==> config.mk <==
export PLATFORM = sky130hd
export DESIGN_NAME = fm_seek_noise_floor_scan
export DESIGN_NICKNAME = d
export VERILOG_FILES = /design/src/rtl/fmseek_pkg.sv /design/src/rtl/fm_seek_noise_floor_scan.sv /design/src/rtl/fmseek_div.sv
export VERILOG_INCLUDE_DIRS = /design/src /design/src/rtl
export SDC_FILE = /design/constraint.sdc
export NUM_CORES = 2
export LEC_CHECK = 0
export ABC_AREA = 1
export ABC_CLOCK_PERIOD_IN_PS = 9410
export BUFFER_PORTS_ARGS = -buffer_cell sky130_fd_sc_hd__buf_2
export CORE_MARGIN = 2
export CORE_UTILIZATION = 55
export DETAILED_ROUTE_END_ITERATION = 16
export HOLD_SLACK_MARGIN = 0.12
export PLACE_DENSITY_LB_ADDON = 0.08
export SYNTH_ARGS = -nofsm -noshare
export SYNTH_HDL_FRONTEND = slang
export SYNTH_SLANG_ARGS = --single-unit
==> constraint.sdc <==
create_clock -name i_clk -period 9.41 [get_ports i_clk]
set_input_delay 0.941 -clock i_clk [delete_from_list [all_inputs] [get_ports i_clk]]
set_output_delay 0.941 -clock i_clk [all_outputs]
set_load 0.03 [all_outputs]
==> src/rtl/fm_seek_noise_floor_scan_defines.svh <==
// assertion helpers for the seek scan block
`ifndef FM_SEEK_NOISE_FLOOR_SCAN_DEFINES_SVH
`define FM_SEEK_NOISE_FLOOR_SCAN_DEFINES_SVH

// same-cycle implication, checked out of reset only
`define FMS_ASSERT_NOW(label, ante, cons, msg) \
    label: assert property (@(posedge i_clk) disable iff (!i_rst_n) (ante) |-> (cons)) \
        else $error(msg);

// next-cycle implication, checked out of reset only
`define FMS_ASSERT_NEXT(label, ante, cons, msg) \
    label: assert property (@(posedge i_clk) disable iff (!i_rst_n) (ante) |=> (cons)) \
        else $error(msg);

`endif

==> src/rtl/fmseek_pkg.sv <==
package fmseek_pkg;

    localparam int FREQ_W   = 32;
    localparam int POWER_W  = 32;
    localparam int FACTOR_W = 16;
    localparam int PROD_W   = POWER_W + FACTOR_W;
    localparam int CFG_IDX_W = 3;

    // item function codes
    localparam logic [1:0] FUNC_START  = 2'd0;
    localparam logic [1:0] FUNC_MEAS   = 2'd1;
    localparam logic [1:0] FUNC_CANCEL = 2'd2;

    // register indexes
    localparam logic [CFG_IDX_W-1:0] CFG_LOWER  = 3'd0;
    localparam logic [CFG_IDX_W-1:0] CFG_UPPER  = 3'd1;
    localparam logic [CFG_IDX_W-1:0] CFG_STEP   = 3'd2;
    localparam logic [CFG_IDX_W-1:0] CFG_FACTOR = 3'd3;
    localparam logic [CFG_IDX_W-1:0] CFG_ABS    = 3'd4;

    // register reset values
    localparam logic [FREQ_W-1:0]   RST_LOWER  = 32'd87500000;
    localparam logic [FREQ_W-1:0]   RST_UPPER  = 32'd108000000;
    localparam logic [FREQ_W-1:0]   RST_STEP   = 32'd100000;
    localparam logic [FACTOR_W-1:0] RST_FACTOR = 16'd1536;
    localparam logic [POWER_W-1:0]  RST_ABS    = 32'd0;

    typedef struct packed {
        logic [1:0]         func;
        logic               direction_up;
        logic [FREQ_W-1:0]  start_freq;
        logic [POWER_W-1:0] power;
    } t_in_item;

    typedef struct packed {
        logic [FREQ_W-1:0] tune_freq;
        logic              seeking;
        logic              done_res;
        logic              found;
        logic [FREQ_W-1:0] found_freq;
    } t_out_item;

    typedef enum logic [1:0] {
        S_IDLE,
        S_DECODE,
        S_DIV,
        S_CMP
    } t_state;

endpackage

==> src/rtl/fm_seek_noise_floor_scan.sv <==
// FM seek controller with a running-minimum noise floor. A start item begins a
// scan from start_freq upward or downward, stepping by step_freq and wrapping
// inside the lower and upper band edges; every item returns exactly one result
// carrying the frequency the tuner should take next. Each measurement item
// lowers the noise floor if its power is smaller, and from the second
// measurement on a station is found when power exceeds abs_threshold, or the
// floor times floor_factor (UQ8.8) when abs_threshold is zero. The scan ends on
// a station, after (upper-lower)/step+1 measurements, or on a cancel item, and
// retunes to the station or back to the start frequency. A start item waits for
// the radix-2 divider that counts the channels in the band (one quotient bit per
// cycle); a measurement passes through the registered floor-times-factor
// product. A start with a zero step or an upper edge not above the lower edge
// ends the scan at once. The result sits in an output register, so the
// following item can be accepted in the cycle the result is taken. The config
// port is always ready; registers must be written only while no item is in
// progress, which the block itself does not enforce.
`include "fm_seek_noise_floor_scan_defines.svh"

module fm_seek_noise_floor_scan
    import fmseek_pkg::*;
(
    input  logic                 i_clk,
    input  logic                 i_rst_n,
    // input items
    input  logic                 i_in_valid,
    output logic                 o_in_stall,
    input  t_in_item             i_in,
    // result items
    output logic                 o_out_valid,
    input  logic                 i_out_stall,
    output t_out_item            o_out,
    // register writes
    input  logic                 i_cfg_valid,
    output logic                 o_cfg_ready,
    input  logic [CFG_IDX_W-1:0] i_cfg_index,
    input  logic [31:0]          i_cfg_data
);

    // config registers
    logic [FREQ_W-1:0]   r_lower;
    logic [FREQ_W-1:0]   r_upper;
    logic [FREQ_W-1:0]   r_step;
    logic [FACTOR_W-1:0] r_factor;
    logic [POWER_W-1:0]  r_abs;

    // sequencer and captured item
    t_state              r_state;
    t_state              n_state;
    t_in_item            r_item;

    // scan state
    logic [FREQ_W-1:0]   r_cur,    n_cur;
    logic [FREQ_W-1:0]   r_origin, n_origin;
    logic [POWER_W-1:0]  r_floor,  n_floor;
    logic [31:0]         r_idx,    n_idx;
    logic [31:0]         r_total,  n_total;
    logic                r_active, n_active;
    logic                r_up,     n_up;
    logic [PROD_W-1:0]   r_prod,   n_prod;

    // output register
    logic                r_out_valid;
    t_out_item           r_out;
    t_out_item           n_out;
    logic                w_out_load;

    logic                w_in_acc;
    logic                w_band_ok;
    logic                w_div_start;
    logic                w_div_done;
    logic [FREQ_W-1:0]   w_quot;
    logic [32:0]         w_total_sum;
    logic [FREQ_W-1:0]   w_nf_base;
    logic                w_nf_up;
    logic [FREQ_W-1:0]   w_nf;
    logic [POWER_W-1:0]  w_min;
    logic                w_hit;
    logic [31:0]         w_idx_inc;

    // one frequency step with wrap, sums kept one bit wider so edge tests are exact
    function automatic logic [FREQ_W-1:0] f_next(
        input logic [FREQ_W-1:0] f,
        input logic              up,
        input logic [FREQ_W-1:0] lo,
        input logic [FREQ_W-1:0] hi,
        input logic [FREQ_W-1:0] st
    );
        logic [FREQ_W:0] sum_up;
        logic [FREQ_W:0] lo_st;
        begin
            sum_up = {1'b0, f} + {1'b0, st};
            lo_st  = {1'b0, lo} + {1'b0, st};
            if (up) begin
                f_next = (sum_up > {1'b0, hi}) ? lo : sum_up[FREQ_W-1:0];
            end else begin
                f_next = ({1'b0, f} < lo_st) ? hi : (f - st);
            end
        end
    endfunction

    // handshakes
    assign o_cfg_ready = 1'b1;
    assign o_in_stall  = (r_state != S_IDLE) || (r_out_valid && i_out_stall);
    assign w_in_acc    = i_in_valid && !o_in_stall;
    assign o_out_valid = r_out_valid;
    assign o_out       = r_out;

    always_ff @(posedge i_clk) begin
        if (!i_rst_n) begin
            r_lower  <= RST_LOWER;
            r_upper  <= RST_UPPER;
            r_step   <= RST_STEP;
            r_factor <= RST_FACTOR;
            r_abs    <= RST_ABS;
        end else if (i_cfg_valid && o_cfg_ready) begin
            case (i_cfg_index)
                CFG_LOWER:  r_lower  <= i_cfg_data;
                CFG_UPPER:  r_upper  <= i_cfg_data;
                CFG_STEP:   r_step   <= i_cfg_data;
                CFG_FACTOR: r_factor <= i_cfg_data[FACTOR_W-1:0];
                CFG_ABS:    r_abs    <= i_cfg_data;
                default:    ;
            endcase
        end
    end

    // channel count divider, run once per valid start
    fmseek_div u_div (
        .i_clk      (i_clk),
        .i_rst_n    (i_rst_n),
        .i_start    (w_div_start),
        .i_dividend (r_upper - r_lower),
        .i_divisor  (r_step),
        .o_done     (w_div_done),
        .o_quot     (w_quot)
    );

    assign w_band_ok   = (r_step != '0) && (r_upper > r_lower);
    assign w_total_sum = {1'b0, w_quot} + 33'd1;

    // shared stepper: from the start frequency when a scan opens, else from current
    assign w_nf_base = (r_state == S_DIV) ? r_item.start_freq   : r_cur;
    assign w_nf_up   = (r_state == S_DIV) ? r_item.direction_up : r_up;
    assign w_nf      = f_next(w_nf_base, w_nf_up, r_lower, r_upper, r_step);

    // floor update and threshold test
    assign w_min     = (r_item.power < r_floor) ? r_item.power : r_floor;
    assign w_hit     = (r_abs != '0) ? (r_item.power > r_abs)
                                     : ({8'd0, r_item.power, 8'd0} > r_prod);
    assign w_idx_inc = r_idx + 32'd1;

    // next state
    always_comb begin
        n_state = r_state;
        case (r_state)
            S_IDLE: begin
                if (w_in_acc) n_state = S_DECODE;
            end
            S_DECODE: begin
                if ((r_item.func == FUNC_START) && w_band_ok) begin
                    n_state = S_DIV;
                end else if ((r_item.func == FUNC_MEAS) && r_active) begin
                    n_state = S_CMP;
                end else begin
                    n_state = S_IDLE;
                end
            end
            S_DIV: begin
                if (w_div_done) n_state = S_IDLE;
            end
            S_CMP:   n_state = S_IDLE;
            default: n_state = S_IDLE;
        endcase
    end

    // datapath and result
    always_comb begin
        n_cur       = r_cur;
        n_origin    = r_origin;
        n_floor     = r_floor;
        n_idx       = r_idx;
        n_total     = r_total;
        n_active    = r_active;
        n_up        = r_up;
        n_prod      = r_prod;
        w_div_start = 1'b0;
        w_out_load  = 1'b0;
        n_out       = '{tune_freq: r_cur, seeking: r_active, done_res: 1'b0,
                        found: 1'b0, found_freq: '0};
        case (r_state)
            S_DECODE: begin
                case (r_item.func)
                    FUNC_START: begin
                        if (w_band_ok) begin
                            w_div_start = 1'b1;
                        end else begin
                            // bad band or zero step ends at once
                            n_active   = 1'b0;
                            n_cur      = r_item.start_freq;
                            w_out_load = 1'b1;
                            n_out      = '{tune_freq: r_item.start_freq, seeking: 1'b0,
                                           done_res: 1'b1, found: 1'b0, found_freq: '0};
                        end
                    end
                    FUNC_MEAS: begin
                        if (r_active) begin
                            n_floor = w_min;
                            n_prod  = {{FACTOR_W{1'b0}}, w_min} *
                                      {{POWER_W{1'b0}}, r_factor};
                        end else begin
                            w_out_load = 1'b1;
                        end
                    end
                    FUNC_CANCEL: begin
                        w_out_load = 1'b1;
                        if (r_active) begin
                            n_active = 1'b0;
                            n_cur    = r_origin;
                            n_out    = '{tune_freq: r_origin, seeking: 1'b0,
                                         done_res: 1'b1, found: 1'b0, found_freq: '0};
                        end
                    end
                    default: w_out_load = 1'b1;
                endcase
            end
            S_DIV: begin
                if (w_div_done) begin
                    n_total    = w_total_sum[32] ? 32'hFFFF_FFFF : w_total_sum[31:0];
                    n_origin   = r_item.start_freq;
                    n_up       = r_item.direction_up;
                    n_floor    = '1;
                    n_idx      = '0;
                    n_active   = 1'b1;
                    n_cur      = w_nf;
                    w_out_load = 1'b1;
                    n_out      = '{tune_freq: w_nf, seeking: 1'b1, done_res: 1'b0,
                                   found: 1'b0, found_freq: '0};
                end
            end
            S_CMP: begin
                w_out_load = 1'b1;
                if ((r_idx != '0) && w_hit) begin
                    // station at the current frequency
                    n_active = 1'b0;
                    n_out    = '{tune_freq: r_cur, seeking: 1'b0, done_res: 1'b1,
                                 found: 1'b1, found_freq: r_cur};
                end else begin
                    n_idx = w_idx_inc;
                    if (w_idx_inc >= r_total) begin
                        // band exhausted, back to the start frequency
                        n_active = 1'b0;
                        n_cur    = r_origin;
                        n_out    = '{tune_freq: r_origin, seeking: 1'b0, done_res: 1'b1,
                                     found: 1'b0, found_freq: '0};
                    end else begin
                        n_cur = w_nf;
                        n_out = '{tune_freq: w_nf, seeking: 1'b1, done_res: 1'b0,
                                  found: 1'b0, found_freq: '0};
                    end
                end
            end
            default: ;
        endcase
    end

    always_ff @(posedge i_clk) begin
        if (!i_rst_n) begin
            r_state     <= S_IDLE;
            r_cur       <= '0;
            r_origin    <= '0;
            r_floor     <= '1;
            r_idx       <= '0;
            r_total     <= '0;
            r_active    <= 1'b0;
            r_up        <= 1'b0;
            r_out_valid <= 1'b0;
        end else begin
            r_state  <= n_state;
            r_cur    <= n_cur;
            r_origin <= n_origin;
            r_floor  <= n_floor;
            r_idx    <= n_idx;
            r_total  <= n_total;
            r_active <= n_active;
            r_up     <= n_up;
            if (w_out_load) begin
                r_out_valid <= 1'b1;
            end else if (!i_out_stall) begin
                r_out_valid <= 1'b0;
            end
        end
    end

    // payload registers, no reset
    always_ff @(posedge i_clk) begin
        if (w_in_acc) r_item <= i_in;
        if (w_out_load) r_out <= n_out;
        r_prod <= n_prod;
    end

    // an accepted item is always decoded in the next cycle
    `FMS_ASSERT_NEXT(a_acc_decode, w_in_acc, r_state == S_DECODE, "item not decoded after accept")
    // the divider only reports while a start waits for it
    `FMS_ASSERT_NOW(a_div_owner, w_div_done, r_state == S_DIV, "divider done outside start")
    // a new result never lands on one still waiting
    `FMS_ASSERT_NOW(a_out_free, w_out_load, !r_out_valid, "result register overwritten")
    // an open scan always has at least one channel to visit
    `FMS_ASSERT_NOW(a_total_nz, r_active, r_total != '0, "scan open with no channels")

endmodule

==> src/rtl/fmseek_div.sv <==
module fmseek_div
    import fmseek_pkg::*;
(
    input  logic              i_clk,
    input  logic              i_rst_n,
    input  logic              i_start,
    input  logic [FREQ_W-1:0] i_dividend,
    input  logic [FREQ_W-1:0] i_divisor,
    output logic              o_done,
    output logic [FREQ_W-1:0] o_quot
);

    localparam int CNT_W = $clog2(FREQ_W);
    localparam logic [CNT_W-1:0] CNT_LAST = CNT_W'(FREQ_W - 1);

    logic              r_busy;
    logic              r_done;
    logic [CNT_W-1:0]  r_cnt;
    logic [FREQ_W-1:0] r_rem;
    logic [FREQ_W-1:0] r_quot;
    logic [FREQ_W-1:0] r_div;

    logic [FREQ_W:0]   w_trial;
    logic [FREQ_W:0]   w_diff;
    logic              w_ge;

    // one quotient bit per cycle, restoring
    assign w_trial = {r_rem, r_quot[FREQ_W-1]};
    assign w_ge    = w_trial >= {1'b0, r_div};
    assign w_diff  = w_trial - {1'b0, r_div};

    always_ff @(posedge i_clk) begin
        if (!i_rst_n) begin
            r_busy <= 1'b0;
            r_done <= 1'b0;
            r_cnt  <= '0;
        end else begin
            r_done <= 1'b0;
            if (i_start) begin
                r_busy <= 1'b1;
                r_cnt  <= '0;
            end else if (r_busy) begin
                r_cnt <= r_cnt + 1'b1;
                if (r_cnt == CNT_LAST) begin
                    r_busy <= 1'b0;
                    r_done <= 1'b1;
                end
            end
        end
    end

    always_ff @(posedge i_clk) begin
        if (i_start) begin
            r_rem  <= '0;
            r_quot <= i_dividend;
            r_div  <= i_divisor;
        end else if (r_busy) begin
            r_rem  <= w_ge ? w_diff[FREQ_W-1:0] : w_trial[FREQ_W-1:0];
            r_quot <= {r_quot[FREQ_W-2:0], w_ge};
        end
    end

    assign o_done = r_done;
    assign o_quot = r_quot;

endmodule
* After elaboration in Yosys (flattened, before gate mapping)
Index checks and enable logic that the tools add are counted.
Storage, ports and cells: bits in registers 594, latch bits 0, RAM bits 0, ROM bits 0, input bits 107, output and inout port bits 70, logic and storage cells 159, memories kept 0
Operators by class: $add $sub $neg 8, $mul 1, div/mod/pow operators 0, magnitude comparators 8, equal/unequal tests 20, shifts and indexed selects 0, muxes and demuxes 57, bitwise operators 2, reductions and logical operators 33
Operator list (number):
- $mux 32 | 19
- $mux 67 | 5
- $pmux 67 s3 | 1
- $pmux 32 s2 | 3
- $pmux 67 s2 | 1
- $pmux 32 s3 | 1
- $reduce_bool 32->1 | 3
- $sub 32x32->32 | 3
- $add 32x32->33 | 2
- $gt 32x32->1 | 2
- $gt 40x48->1 | 1
- $mul 32x16->48 | 1
- $add 32x1->33 const B | 1
- $ge 33x32->1 | 1
- $gt 33x32->1 | 1
- $lt 32x33->1 | 1
- $add 32x1->32 const B | 1
- $ge 32x32->1 | 1
- $lt 32x32->1 | 1
- $mux 1 | 18
- $reduce_and 2->1 | 7
- $ne 3x3->1 const B | 4
- $mux 2 | 4
- $ne 2x2->1 const B | 4
- other kinds (25) | 43

* Logic depth before layout (Yosys ltp)
depth in word-level cells 9, depth in mapped cells 46, mapped depth without buffers 44

* By module
Synthesis repeated with hierarchy kept, for this count alone.
Second synthesis, totals: cell total of the unflattened synthesis 7687, area, all modules 57191.1 sq um
By module, submodules not included:
- fm_seek_noise_floor_scan | instances 1, cells each 6697, area an instance 50345.8 sq um, sequential area each 11651.2 sq um
- fmseek_div | instances 1, cells each 990, area an instance 6845.3 sq um, sequential area each 2702.6 sq um

* Worst setup path after synthesis
Ideal clock, no wire load.
path type reg-to-reg, start point register r_lower[3], end point register r_out, in the netlist o_out[0] (enable), arrival time 9.590 ns, path slack -0.905 ns, stages on the path, launching flop included 14, path buffers 0, clock period less this slack 10.315 ns, cell sequence dfxtp_1 > inv_1 > ha_1 > a21oi_1 > o21ai_2 > a21oi_2 > o21ai_2 > nand2_1 > nand2_1 > nand2_1 > nand2_2 > nand2_1 > nor2_1 > o311ai_0
On the way: word-level cells in the longest chain between the ends 5
Ends and longest elaborated chain:
- start, declared | RTL line fm_seek_noise_floor_scan.sv:40 | logic [FREQ_W-1:0] r_lower;
- start signal, assigned | RTL line fm_seek_noise_floor_scan.sv:117 | CFG_LOWER: r_lower <= i_cfg_data;
- $gt 32x32->1 | RTL line fm_seek_noise_floor_scan.sv:138 | assign w_band_ok = (r_step != '0) && (r_upper > r_lower);
- $logic_and 1x1->1 | RTL line fm_seek_noise_floor_scan.sv:138
- $mux 1 | RTL line fm_seek_noise_floor_scan.sv:194 | if (w_band_ok) begin
- $pmux 1 s2 | RTL line fm_seek_noise_floor_scan.sv:192 | case (r_item.func)
- $pmux 1 s3 | RTL line fm_seek_noise_floor_scan.sv:190 | case (r_state)
- named net w_out_load | RTL line fm_seek_noise_floor_scan.sv:65 | logic w_out_load;
- end signal, assigned | RTL line fm_seek_noise_floor_scan.sv:297 | if (w_out_load) r_out <= n_out;
- end, declared | RTL line fm_seek_noise_floor_scan.sv:63 | t_out_item r_out;
The timed path passes the listed nets, and every way through them passes these cells. A chain may end at the register's enable or synchronous reset.

* Worst setup path in the final report
start point register r_item[7] (netlist bit), end point register r_prod[45], data pin
On the way: word-level cells in the longest chain between the ends 3
Ends and longest elaborated chain:
- start, declared | RTL line fm_seek_noise_floor_scan.sv:49 | t_in_item r_item;
- start signal, assigned | RTL line fm_seek_noise_floor_scan.sv:296 | if (w_in_acc) r_item <= i_in;
- $lt 32x32->1 | RTL line fm_seek_noise_floor_scan.sv:147 | assign w_min = (r_item.power < r_floor) ? r_item.power : r_floor;
- $mux 32 (*) | RTL line fm_seek_noise_floor_scan.sv:147
- $mul 32x16->48 (*) | RTL line fm_seek_noise_floor_scan.sv:208 | n_prod = {{FACTOR_W{1'b0}}, w_min} *
- end signal, assigned | RTL line fm_seek_noise_floor_scan.sv:298 | r_prod <= n_prod;
- end, declared | RTL line fm_seek_noise_floor_scan.sv:59 | logic [PROD_W-1:0] r_prod, n_prod;
Mark *: on every way between the ends. The rest lies on a longest branch, timed or not.

==> impl.org <==
** Timing
- Endpoints failing hold :: 0
- The number of max-slew violations in the final report came to 0.
- Derived from the worst setup path, the maximum achievable clock frequency is 113 MHz.
- Slew at the pin closest to its max-slew limit :: 1.27 ns
- Portion of the clock cycle consumed by the worst path in the final layout :: 94.1%
- In the final timing run, aggregate negative setup slack is 0 ns.
- On the final layout, the worst clock skew is 0.0362 ns.
- Setup repair after global routing left no endpoint under its margin.
- Worst rel slew slack :: 14.6%
- Final setup vio count :: 0
- After layout, the worst setup slack is 0.557 ns.
- The smallest clock period supported by the final layout is computed as 8.85 ns.

** Place
- Routability-driven placement finished with a final weighted congestion of 1.02.
- Detailed placement ended at an HPWL of 163 mm.
- IO Port Bufs :: 175
- Pre-CTS setup slack :: 0.643 ns

** Floorplanning
- Width of the die :: 320 µm
- Once the floorplan was initialized, standard cells occupied 55.7% of the core.
- Core region area :: 98700 µm²
- Number of top-level pins :: 177
- Rows :: 115
- Die area :: 102000 µm²
- In this run the vertical extent of the chip is 320 µm.

** Setup path
- Category of the worst setup path capture point :: flip-flop
- By startpoint and endpoint, the worst setup path is classified as reg2reg.
- Number of buffers and inverters on the critical path :: 9
- Among all stages on the critical path, the largest delay is contributed by fa_1.
- For this run, the slowest stage of the critical path takes 0.57 ns.
- In this run the critical register-to-register path is launched from r_item[7].
- In this run the worst path has a maximum fanout of 13.
- Reg-to-reg endpoint :: r_prod[45]
- Broken down by cell family, the worst path's largest delay share belongs to adder cells.
- Critical Path Start Type :: flip-flop
- Required arrival time at the worst endpoint :: 9.80 ns
- Counting cells, the worst reg-to-reg path comes to 34.
- For flop-to-flop paths, the worst setup slack is 0.56 ns.
- By instance count, the cell type seen most on the critical path is nand2_1.
- Worst endpoint data arrival time :: 9.24 ns

** Route
- Detailed routing inserted a total of 51083 vias.
- The routed design has 203 mm of wire.
- The count of nets left with antenna violations once routing finished came out at 0.
- Router iterations before antenna repair :: 6
- After detailed routing, the number of vias per cell comes to 5.86.
- Dividing the detail-routed wire length by the instance count gives 23.2 µm.
- After detailed routing, the number of remaining DRC violations is 0.
- Number of violations reported at the end of detailed-routing iteration 0 :: 5040

** Status
- The flow ran to the end, and the final reports show no timing, DRC or antenna violations.

** Synth
- The synthesized design contains 246 enable-type register cells.
- Synthesized flop and latch total :: 594
- Most used DFF post-synth :: dfxtp_1
- Count of yosys warnings during synthesis :: 0
- Top-area cell type share of the netlist area :: 15.4%
- Number of distinct library cells after synthesis :: 64
- Cells taking the most area after synthesis :: fa_1 15%, edfxtp_1 13%, dfxtp_1 13%
- Synthesis produced a netlist whose cell count is 7233.
- Ys async rst share :: 0%
- Counting instances in the post-synthesis netlist gives the leading cell types as 1396 x nand2_1, 1196 x inv_1, 616 x nor2_1.
- Sequential cell area fraction in the yosys report :: 26.1%
- Mean cell area of the mapped netlist :: 7.60 µm²
- Synthesized net count :: 8237
- Area of the mapped netlist :: 55000 µm²
- fa_1 takes more of the synthesized area than any other cell.
- In the post-synthesis netlist, the cell with the most instances is nand2_1.

** Min path
- Hold Path Stages :: 1
- The path class of the tightest hold or removal check is in2reg.
- The worst hold path begins at i_in[35].
- The path with the worst hold slack has its endpoint at r_item[35].

** Clocking
- The clock net in this run drives a total of 594 sinks.
- Number of resized instances in the post-cts repair step :: 0
- In this run the clock root is driven by a clkbuf_16.
- Number of levels in the clock H-tree :: 3
- Worst-skew pair later-pin latency :: 0.68 ns
- TritonCTS created 73 clock buffers.
- Once the clock tree was built, the setup fixing pass inserted 0 buffers.
- Hold buffer count at cts :: 0
- Maximum buffer depth of the clock tree :: 3
- Clock Pin Slew Worst Setup and Hold Paths :: 0.06 ns
- CTS tree :: built

** Power and ir drop
- Summed over all cells, the static leakage comes to 28.6 nW.
- Overall power of the completed layout :: 11.3 mW
- Power spread over the standard cell area amounts to 188 nW/µm².
- IR analysis of the VDD net gives a maximum drop of 274 µV.

** Cells and area
- In the final layout, the share of cells above drive strength 1 is 7.18%.
- # fillers :: 9055
- For this run, the post-layout net count is 8365.
- Area growth from synthesis to layout :: 9.45%

** Global route
- Maximum number of pins on one net before global-route repair :: 98
- Global-route wire length before repair :: 306 mm
- Via count of the first global-routing pass :: 50146
- Overall track demand over capacity in global routing :: 39.5%
- Number of antenna violations at the first check in global routing :: 22
- Global routing finished with a remaining overflow of 0.

** Flow run
- Max-cap violations in this run came to 0.
-- area by class of cell --
type	instances	area, µm²	share of cell area, %
Timing Repair Buffer	327	2020	3.36
Sequential cell	594	14400	23.9
Tap cell	1287	1610	2.68
Inverter	1216	4570	7.59
Multi-Input combinational cell	5149	35000	58.2
Clock inverter	40	528	0.878
Antenna cell	13	32.5	0.0541
Clock buffer	95	2040	3.40
-- cells by family (layout without fill, tap and decap cells) --
group                    Yosys count  in the layout  synth area share [%]
AO/OA/AOI/OAI                   1355           1355                  13.4
XOR/XNOR                         223            223                  3.55
adder cells (fa/ha/maj)          897            897                  26.2
buffers and inverters           1490           1678                  10.4
flip-flops                       594            594                  26.1
other                              1             14               0.00682
AND/OR/NAND/NOR                 2673           2673                  20.4
-- worst reg2reg max path, delay by kind of cell, from the launching register on --
kind            cells  cell delay [ns]
compound gates      4             0.94
simple gates       12             1.85
buf+inv             9             1.31
xor+xnor            1             0.12
fa+ha+maj           8             3.89
flops               1             0.48
-- power by group --
group	total (mW)	internal, mW	switching, mW
clock	3.08	1.83	1.25
combinational	5.08	1.71	3.37
sequential	3.13	2.98	0.158
total	11.3	6.51	4.78
-- layout by cell type (no fill, tap or decap), drive strengths merged, types with 28 or more instances in the layout --
| cell | instances |
|---|---|
| a21o | 30 |
| a21oi | 602 |
| a31oi | 28 |
| buf | 327 |
| clkbuf | 95 |
| clkinv | 28 |
| dfxtp | 348 |
| edfxtp | 246 |
| fa | 423 |
| ha | 474 |
| inv | 1212 |
| nand2 | 1401 |
| nand3 | 398 |
| nand4 | 93 |
| nor2 | 624 |
| nor3 | 61 |
| nor4 | 49 |
| o211ai | 52 |
| o21ai | 526 |
| or2 | 33 |
| xnor2 | 88 |
| xor2 | 135 |
-- metrics by stage --
| stage | util, % | std cells | hold slack (ns) | area [µm²] |
|---|---|---|---|---|
| after global routing | 60.9 | 8710 | 0.435 | 60100 |
| after detailed placement | 58.3 | 8573 | 0.458 | 57500 |
| after CTS | 60.9 | 8708 | 0.421 | 60100 |
| after global placement | 58.3 | 8573 | 0.453 | 57500 |
| after floorplan | - | 7233 | 0.441 | 55000 |
| final | 61.0 | 8721 | 0.443 | 60200 |
-- metal layers --
metal,wire [µm],track usage (%),part of all wire (%),vias up
met5,115,0,0.057,-
met4,14000,23.2,6.9,20
met3,16200,7.91,8.0,628
met2,93900,64.7,46,2304
met1,78400,48.5,39,24424
li1,-,-,-,23707
-- how the worst max path moves through the flow --
stage	cells past startpoint	endpoint	start	slack [ns]
final	34	r_prod[45]	r_item[7]	0.56
after floorplan	36	r_prod[43]	r_item[21]	1.77
after CTS	33	r_prod[41]	r_item[26]	0.59
after global placement	35	r_prod[45]	r_item[27]	0.59
after detailed placement	34	r_prod[45]	r_item[27]	0.64
after global routing	40	r_prod[43]	r_item[7]	0.01
Note: power is estimated with default switching activity, not from simulation.
